--- src/sv/box_blur_line_filter_unit_assert.svh ---
// Assertion shorthands for the box blur line filter. Both expect i_clk and
// i_rst_n in scope and are disabled while reset is asserted.
`ifndef BOX_BLUR_LINE_FILTER_UNIT_ASSERT_SVH
`define BOX_BLUR_LINE_FILTER_UNIT_ASSERT_SVH

// The consequence holds in the same cycle as the antecedent.
`define BBLF_ASSERT_SAME(label, ante, cons, msg) \
    label: assert property (@(posedge i_clk) disable iff (!i_rst_n) (ante) |-> (cons)) \
        else $error(msg);

// The consequence holds in the cycle after the antecedent.
`define BBLF_ASSERT_NEXT(label, ante, cons, msg) \
    label: assert property (@(posedge i_clk) disable iff (!i_rst_n) (ante) |=> (cons)) \
        else $error(msg);

`endif

--- src/sv/bblf_ram.sv ---
module bblf_ram #(
    parameter int WIDTH = 24,
    parameter int DEPTH = 32
) (
    input  logic                     i_clk,
    input  logic                     i_wr_en,
    input  logic [$clog2(DEPTH)-1:0] i_wr_addr,
    input  logic [WIDTH-1:0]         i_wr_data,
    input  logic                     i_rd_en,
    input  logic [$clog2(DEPTH)-1:0] i_rd_addr,
    output logic [WIDTH-1:0]         o_rd_data
);

    logic [WIDTH-1:0] r_mem [DEPTH];
    logic [WIDTH-1:0] r_rd_data;

    always_ff @(posedge i_clk) begin
        if (i_wr_en) begin
            r_mem[i_wr_addr] <= i_wr_data;
        end
        if (i_rd_en) begin
            r_rd_data <= r_mem[i_rd_addr];
        end
    end

    assign o_rd_data = r_rd_data;

endmodule

--- config.mk ---
export PLATFORM = sky130hd
export DESIGN_NAME = bblf_ram
export DESIGN_NICKNAME = d
export VERILOG_FILES = /design/src/sv/box_blur_line_filter_unit_assert.svh /design/src/sv/bblf_ram.sv
export SDC_FILE = /design/constraint.sdc
export NUM_CORES = 1
export LEC_CHECK = 0
export ABC_AREA = 0
export BUFFER_PORTS_ARGS = -buffer_cell sky130_fd_sc_hd__buf_2
export CORE_UTILIZATION = 50
export CTS_CLUSTER_DIAMETER = 100
export CTS_CLUSTER_SIZE = 28
export DETAILED_ROUTE_END_ITERATION = 12
export GPL_ROUTABILITY_DRIVEN = 0
export HOLD_SLACK_MARGIN = 0.15
export PLACE_DENSITY = 0.77
export SLEW_MARGIN = 15
export SYNTH_ARGS = -nofsm -noshare
export SYNTH_HDL_FRONTEND = slang
export SYNTH_SLANG_ARGS = --single-unit
--- constraint.sdc ---
create_clock -name i_clk -period 2.85 [get_ports i_clk]
set_input_delay 0.285 -clock i_clk [delete_from_list [all_inputs] [get_ports i_clk]]
set_output_delay 0.285 -clock i_clk [all_outputs]
set_load 0.02 [all_outputs]
==> results of run 1 <==
==> logic make-up (layout without fill, tap and decap cells) <==
group	after synthesis	count (layout)	share of synthesized area, %
compound gates	216	216	4.79
buf+inv	98	159	2.02
flops	792	792	77.4
mux	384	384	12.5
other cells	0	2	0
simple gates	221	221	3.27
==> flip-flops by register name (all words and copies together) (netlist names) <==
register and flops:
o_rd_data 24, r_mem 768
==> Yosys cell counts, drive strengths merged (24+ instances only) <==
cell type	instances	area [sq um]
a21oi	72	360
a22o	48	420
a22oi	72	541
a31oi	24	150
buf	68	505
clkbuf	30	116
edfxtp	792	23800
mux2i	384	3840
nand2	74	278
nand3	74	370
nor2	34	128
nor3	24	120
==> layout make-up <==
class	count	area, sq um
Multi-Input combinational cell	821	6420
Tap cell	782	978
Fill cell	4501	27500
Sequential cell	792	23800
Timing Repair Buffer	122	963
Clock buffer	35	876
Antenna cell	2	5.00
Clock inverter	2	28.8
==> per-layer routing <==
layer,up-vias,routed length [um]
met1,8036,26700
met5,-,12
li1,6846,-
met3,94,5590
met4,2,1400
met2,670,32300
==> per-stage QoR <==
stage	setup slack (ns)	std cells	cell area, sq um
after floorplan	0.478	1711	30700
after global placement	0.633	2517	32100
after detailed placement	0.616	2517	32100
after CTS	1.18	2554	33100
after global routing	1.08	2554	33100
final	1.09	2556	33100
==> path summary, 6_finish.rpt <==
| check | start | end | slack [ns] | cells past startpoint |
|---|---|---|---|---|
| worst min register to register | r_mem[26][19] | o_rd_data[19] | 0.69 | 4 |
| worst min-delay path | i_wr_data[17] | r_mem[30][17] | 0.23 | 1 |
| worst max register to register | r_mem[7][10] | o_rd_data[10] | 1.19 | 5 |
| worst max-delay path | i_rd_addr[0] | o_rd_data[15] | 1.09 | 7 |
==> where the power goes <==
group	switching (uW)	total (uW)	leakage (uW)	internal, uW
registers	53.0	13000	0.00716	13000
clock network	3220	5460	0.000446	2240
logic	819	1220	0.00370	401
==> critical path, stage by stage <==
cell and delay (ns):
buf_8 0.12, buf_12 0.35, buf_12 0.43, mux2i_1 0.27
a22oi_1 0.12, nand3_1 0.21, nand3_1 0.13
==> results.md, run 1 <==
* Width of the die at 250 um
* Sequential area share after synthesis at 77.4%
* Initial drt markers at 1807
* Htree depth at 2
* Nets at 1808
* I/O pins at 61
* Most common cell after layout, fill and taps aside: edfxtp_1
* Total negative setup slack at 0 ns
* Clk Tree Root Cell: clkbuf_16
* Ys async rst share at 0%
* Post-synth EDFFs at 792
* RSZ-0062 raised after global routing: false
* Hold Crit Class: in2reg
* Pins over their slew limit at 0
* Maximum clock rate at 0.568 GHz
* Largest net degree at the start of global routing at 77
* Critical path startpoint category: primary input
* Vias in the first global route at 15498
* Main synth FF type: edfxtp_1
* Worst-Skew Late Latency at 0.57 ns
* Ys Warns at 0
* Core area at 60600 sq um
* Crit Path Max Fanout at 71
* DRT Wirelength at 66.1 mm
* Hold Vio Cnt, Final at 0
* Row count at 90
* CTS Buf Count at 34
* Post-cts hold buffer count at 0
* Max Cap Viol at 0
* Unique cell type count in the Yosys netlist at 23
* Grt ovf at 0
* Reg clk slew, reported paths at 0.10 ns
* Required time worst endpoint at 3.16 ns
* Most used routing layer: met2
* Mapped cell area at 30700 sq um
* Final Setup Violations at 0
* Mapped Avg Cell Area at 18.0 sq um
* Synth Instances at 1711
* Port buffer count at 60
* Highest-count cells in the layout ignoring fill and taps: edfxtp_1, mux2i_1, nand2_1, nand3_1
* Met2 GRT Util at 34.9%
* GR Util met3 at 4.34%
* Total die area at 62400 sq um
* Chip Height at 250 um
* Detail Route Antenna Nets at 0
* WL/cell at 25.8 um
* CTS resizes at 0
* Area Growth Syn to Fin at 7.60%
* First-pass GRT wire length at 96.7 mm
* HPWL Detailed at 36.7 mm
* PwrDens at 596 nW/um^2
* GR Layer Usage met1 at 28.0%
* Vias/cell at 6.12
* Setup Fix Bufs, Post-CTS at 0
* Worst slew pin tran at 0.986 ns
* Share of layout cells above drive strength 1 at 11.2%
* Fin crit period at 1.76 ns
* CTS tree: built
* Normalized max-slew margin at 34.3%
* Longest Clk Path Bufs at 3
* Antenna violations before repair at 3
* Leak at 0.0113 uW
* Element type at the critical path end: flip-flop
* Final core utilization at 54.6%
* Worst vdd rail ir drop at 0.000371 V
* Post-Syn Nets at 1748
* CTS Sinks at 792
* Tot Pwr at 19700 uW
* Outcome: finished clean
* Hold slack at 0.226 ns
* Critical Path AT at 2.07 ns
* Vias post-DR at 15648
* DRC at 0
* Synthesized flop and latch total at 792
* Detailed-router iteration count before antenna repair at 5
* Total track usage at 20.9%
* Starting Density at 50.7%
* Period utilisation layout at 61.7%
* Crit Path Class: in2reg
* Setup Skew at 0.0251 ns
No activity file was read; power rests on OpenSTA's default activity.
==> run 2, diff against run 1 <==
PLACE_DENSITY = 0.79   (was 0.77)
clock period = 1.5 ns   (was 2.85 ns; I/O delays follow)
==> run 2 against run 1 <==
Effect of this change: clock skew increased by 0.0077 ns; core utilization increased by 3.9 points; combinational power increased by 140%; setup slack got worse by 1.1 ns; sequential power increased by 91%; clock power increased by 98%; largest cell class unchanged; cell count increased by 5.2%; worst hold slack improved by 0.014 ns.
==> results.md, run 2 (synthesized netlist as in run 1, its figures left out) <==
* Nets at 1943 (was 1808)
* Worst stage delay on the critical path at 0.38 ns (was 0.43 ns)
* Maximum clock rate at 0.674 GHz
* Crit Path Class: reg2reg (was in2reg)
* Slowest cell on crit path: edfxtp_1 (was buf_12)
* RSZ-0062 raised after global routing: true (was false)
* Critical Path, Cell by Cell: mux2i_1, a22o_1, nor3_2, a31oi_2, buf_4, nand3_4 (was buf_8, buf_12, buf_12, mux2i_1, a22oi_1, nand3_1, nand3_1)
* PwrDens at 1080 nW/um^2 (was 596 nW/um^2)
* Detail Route Antenna Nets at 0 (unchanged)
* CTS Buf Count at 34 (unchanged)
* Largest Register: r_mem (unchanged)
* Critical path startpoint category: flip-flop (was primary input)
* Max reg flops at 768 (unchanged)
* Normalized max-slew margin at 57.0% (was 34.3%)
* RR Startpoint: r_mem[0][13] (was r_mem[7][10])
* Max Cap Viol at 0 (unchanged)
* Period utilisation layout at 99.0%
* Placement Cell Area at 34100 sq um (was 32100 sq um)
* CTS Sinks at 792 (unchanged)
* DRT Wirelength at 69.4 mm (was 66.1 mm)
* Crit Path Max Fanout at 1 (was 71)
* Placed Cells at 2630 (was 2517)
* CTS tree: built (unchanged)
* First-pass GRT wire length at 102 mm (was 96.7 mm)
* Pins over their slew limit at 0 (unchanged)
* Vias post-DR at 16345 (was 15648)
* WL/cell at 25.8 um (about the same)
* Vias in the first global route at 16588 (was 15498)
* Row count at 90 (unchanged)
* Highest-count cells in the layout ignoring fill and taps: edfxtp_1, mux2i_1, buf_12 (was edfxtp_1, mux2i_1, nand2_1, nand3_1)
* Htree depth at 2 (unchanged)
* Reg clk slew, reported paths at 0.10 ns (about the same)
* Final non-filler cell area at 35500 sq um (was 33100 sq um)
* Worst vdd rail ir drop at 0.000655 V (was 0.000371 V)
* Hold Vio Cnt, Final at 0 (unchanged)
* Hold Crit Class: in2reg (unchanged)
* Largest net degree at the start of global routing at 33 (was 77)
* Outcome: finished clean (unchanged)
* Worst slew pin tran at 0.645 ns (was 0.986 ns)
* Detailed-router iteration count before antenna repair at 5 (unchanged)
* Worst Min Path Start: i_wr_addr[1] (was i_wr_data[17])
* Grt ovf at 0 (unchanged)
* I/O pins at 61 (unchanged)
* Critical Path AT at 1.82 ns (was 2.07 ns)
* FF-to-FF setup slack at 0.02 ns (was 1.19 ns)
* Fin cells at 2690 (was 2556)
* Antenna diodes at 0 (was 2)
* Share of layout cells above drive strength 1 at 17.5% (was 11.2%)
* Vias/cell at 6.08 (was 6.12)
* Clk Tree Root Cell: clkbuf_16 (unchanged)
* Final Setup Violations at 0 (unchanged)
* Setup Skew at 0.0328 ns (was 0.0251 ns)
* CP startpoint: r_mem[0][13] (was i_rd_addr[0])
* Core area at 60600 sq um (unchanged)
* Area of the multi-input gates at 6770 sq um (was 6420 sq um)
* Reg-to-Reg End: o_rd_data[13] (was o_rd_data[10])
* Leak at 0.0123 uW (was 0.0113 uW)
* Element type at the critical path end: flip-flop (unchanged)
* FILL cells at 4210 (was 4501)
* Required time worst endpoint at 1.84 ns (was 3.16 ns)
* Initial drt markers at 1741 (was 1807)
* Chip Height at 250 um (unchanged)
* Worst R2R Path Depth at 6 (was 5)
* Crit path to: o_rd_data[13] (was o_rd_data[15])
* Antenna violations before repair at 2 (was 3)
* Worst-Skew Late Latency at 0.60 ns (was 0.57 ns)
* Starting Density at 50.7% (unchanged)
* Width of the die at 250 um (unchanged)
* Total die area at 62400 sq um (unchanged)
* Total track usage at 22.0% (was 20.9%)
* FF/Latch Area at 23800 sq um (unchanged)
* Longest Clk Path Bufs at 3 (unchanged)
* DRC at 0 (unchanged)
* Port buffer count at 60 (unchanged)
* Fin crit period at 1.48 ns
* Most common cell after layout, fill and taps aside: edfxtp_1 (unchanged)
* Area Growth Syn to Fin at 15.4% (was 7.60%)
* HPWL Detailed at 41.3 mm (was 36.7 mm)
## run 2: metrics by stage
stage	power [uW]	utilization [%]	hold WS, ns	setup TNS, ns	worst slack [ns]
6_report	38400	58.5	0.240	0	0.0156
4_1_cts	38500	58.4	0.220	0	0.0136
3_5_place_dp	28000	56.3	0.595	-10.90	-0.552
2_1_floorplan	26700	-	0.249	-109.24	-0.221
3_3_place_gp	27900	56.3	0.593	-6.59	-0.473
5_1_grt	39400	58.5	0.237	-0.132	-0.0421
## run 2: area by class of cell
| type | count | area share [%] |
|---|---|---|
| Clock inverter | 1 | 0.0565 |
| Multi-Input combinational cell | 821 | 19.1 |
| Sequential cell | 792 | 67.1 |
| Timing Repair Buffer | 257 | 8.40 |
| Tap cell | 782 | 2.76 |
| Clock buffer | 37 | 2.61 |
## run 2: critical path, delay by kind of cell, from the launching register on
family / cells / cell delay (ns)
AOI/OAI and AO/OA: 2 / 0.39
buffers and inverters: 1 / 0.18
DFF: 1 / 0.38
muxes: 1 / 0.17
and+or+nand+nor: 2 / 0.13
## run 2: how the worst min path moves through the flow
stage                    endpoint  cells past startpoint
floorplan             r_mem[0][0]                      0
global placement    o_rd_data[17]                      1
detailed placement  o_rd_data[17]                      1
CTS                  r_mem[24][3]                      3
global route         r_mem[24][3]                      3
finish               r_mem[24][3]                      3
## run 2: what timing repair did
action	4_1_cts	5_1_grt
pin swaps	1	16
endpoints found under the hold margin	792	0
resized for setup	11	20
hold buffers	25	0
endpoints found under the setup margin	6	16
buffers inserted	0	0
## run 2: where the power goes
part / internal, uW / switching, uW
Combinational: 1180 / 1730
Clock: 4470 / 6280
Sequential: 24700 / 94.8
## run 2: metal layers
metal  global-route usage (%)  vias to the layer above  part of all wire (%)
li1                         -                     7125                     -
met5                        0                        -                 0.026
met2                     37.8                      742                    50
met1                     28.9                     8374                    39
met3                     3.89                      100                   8.1
met4                     5.68                        4                   2.1
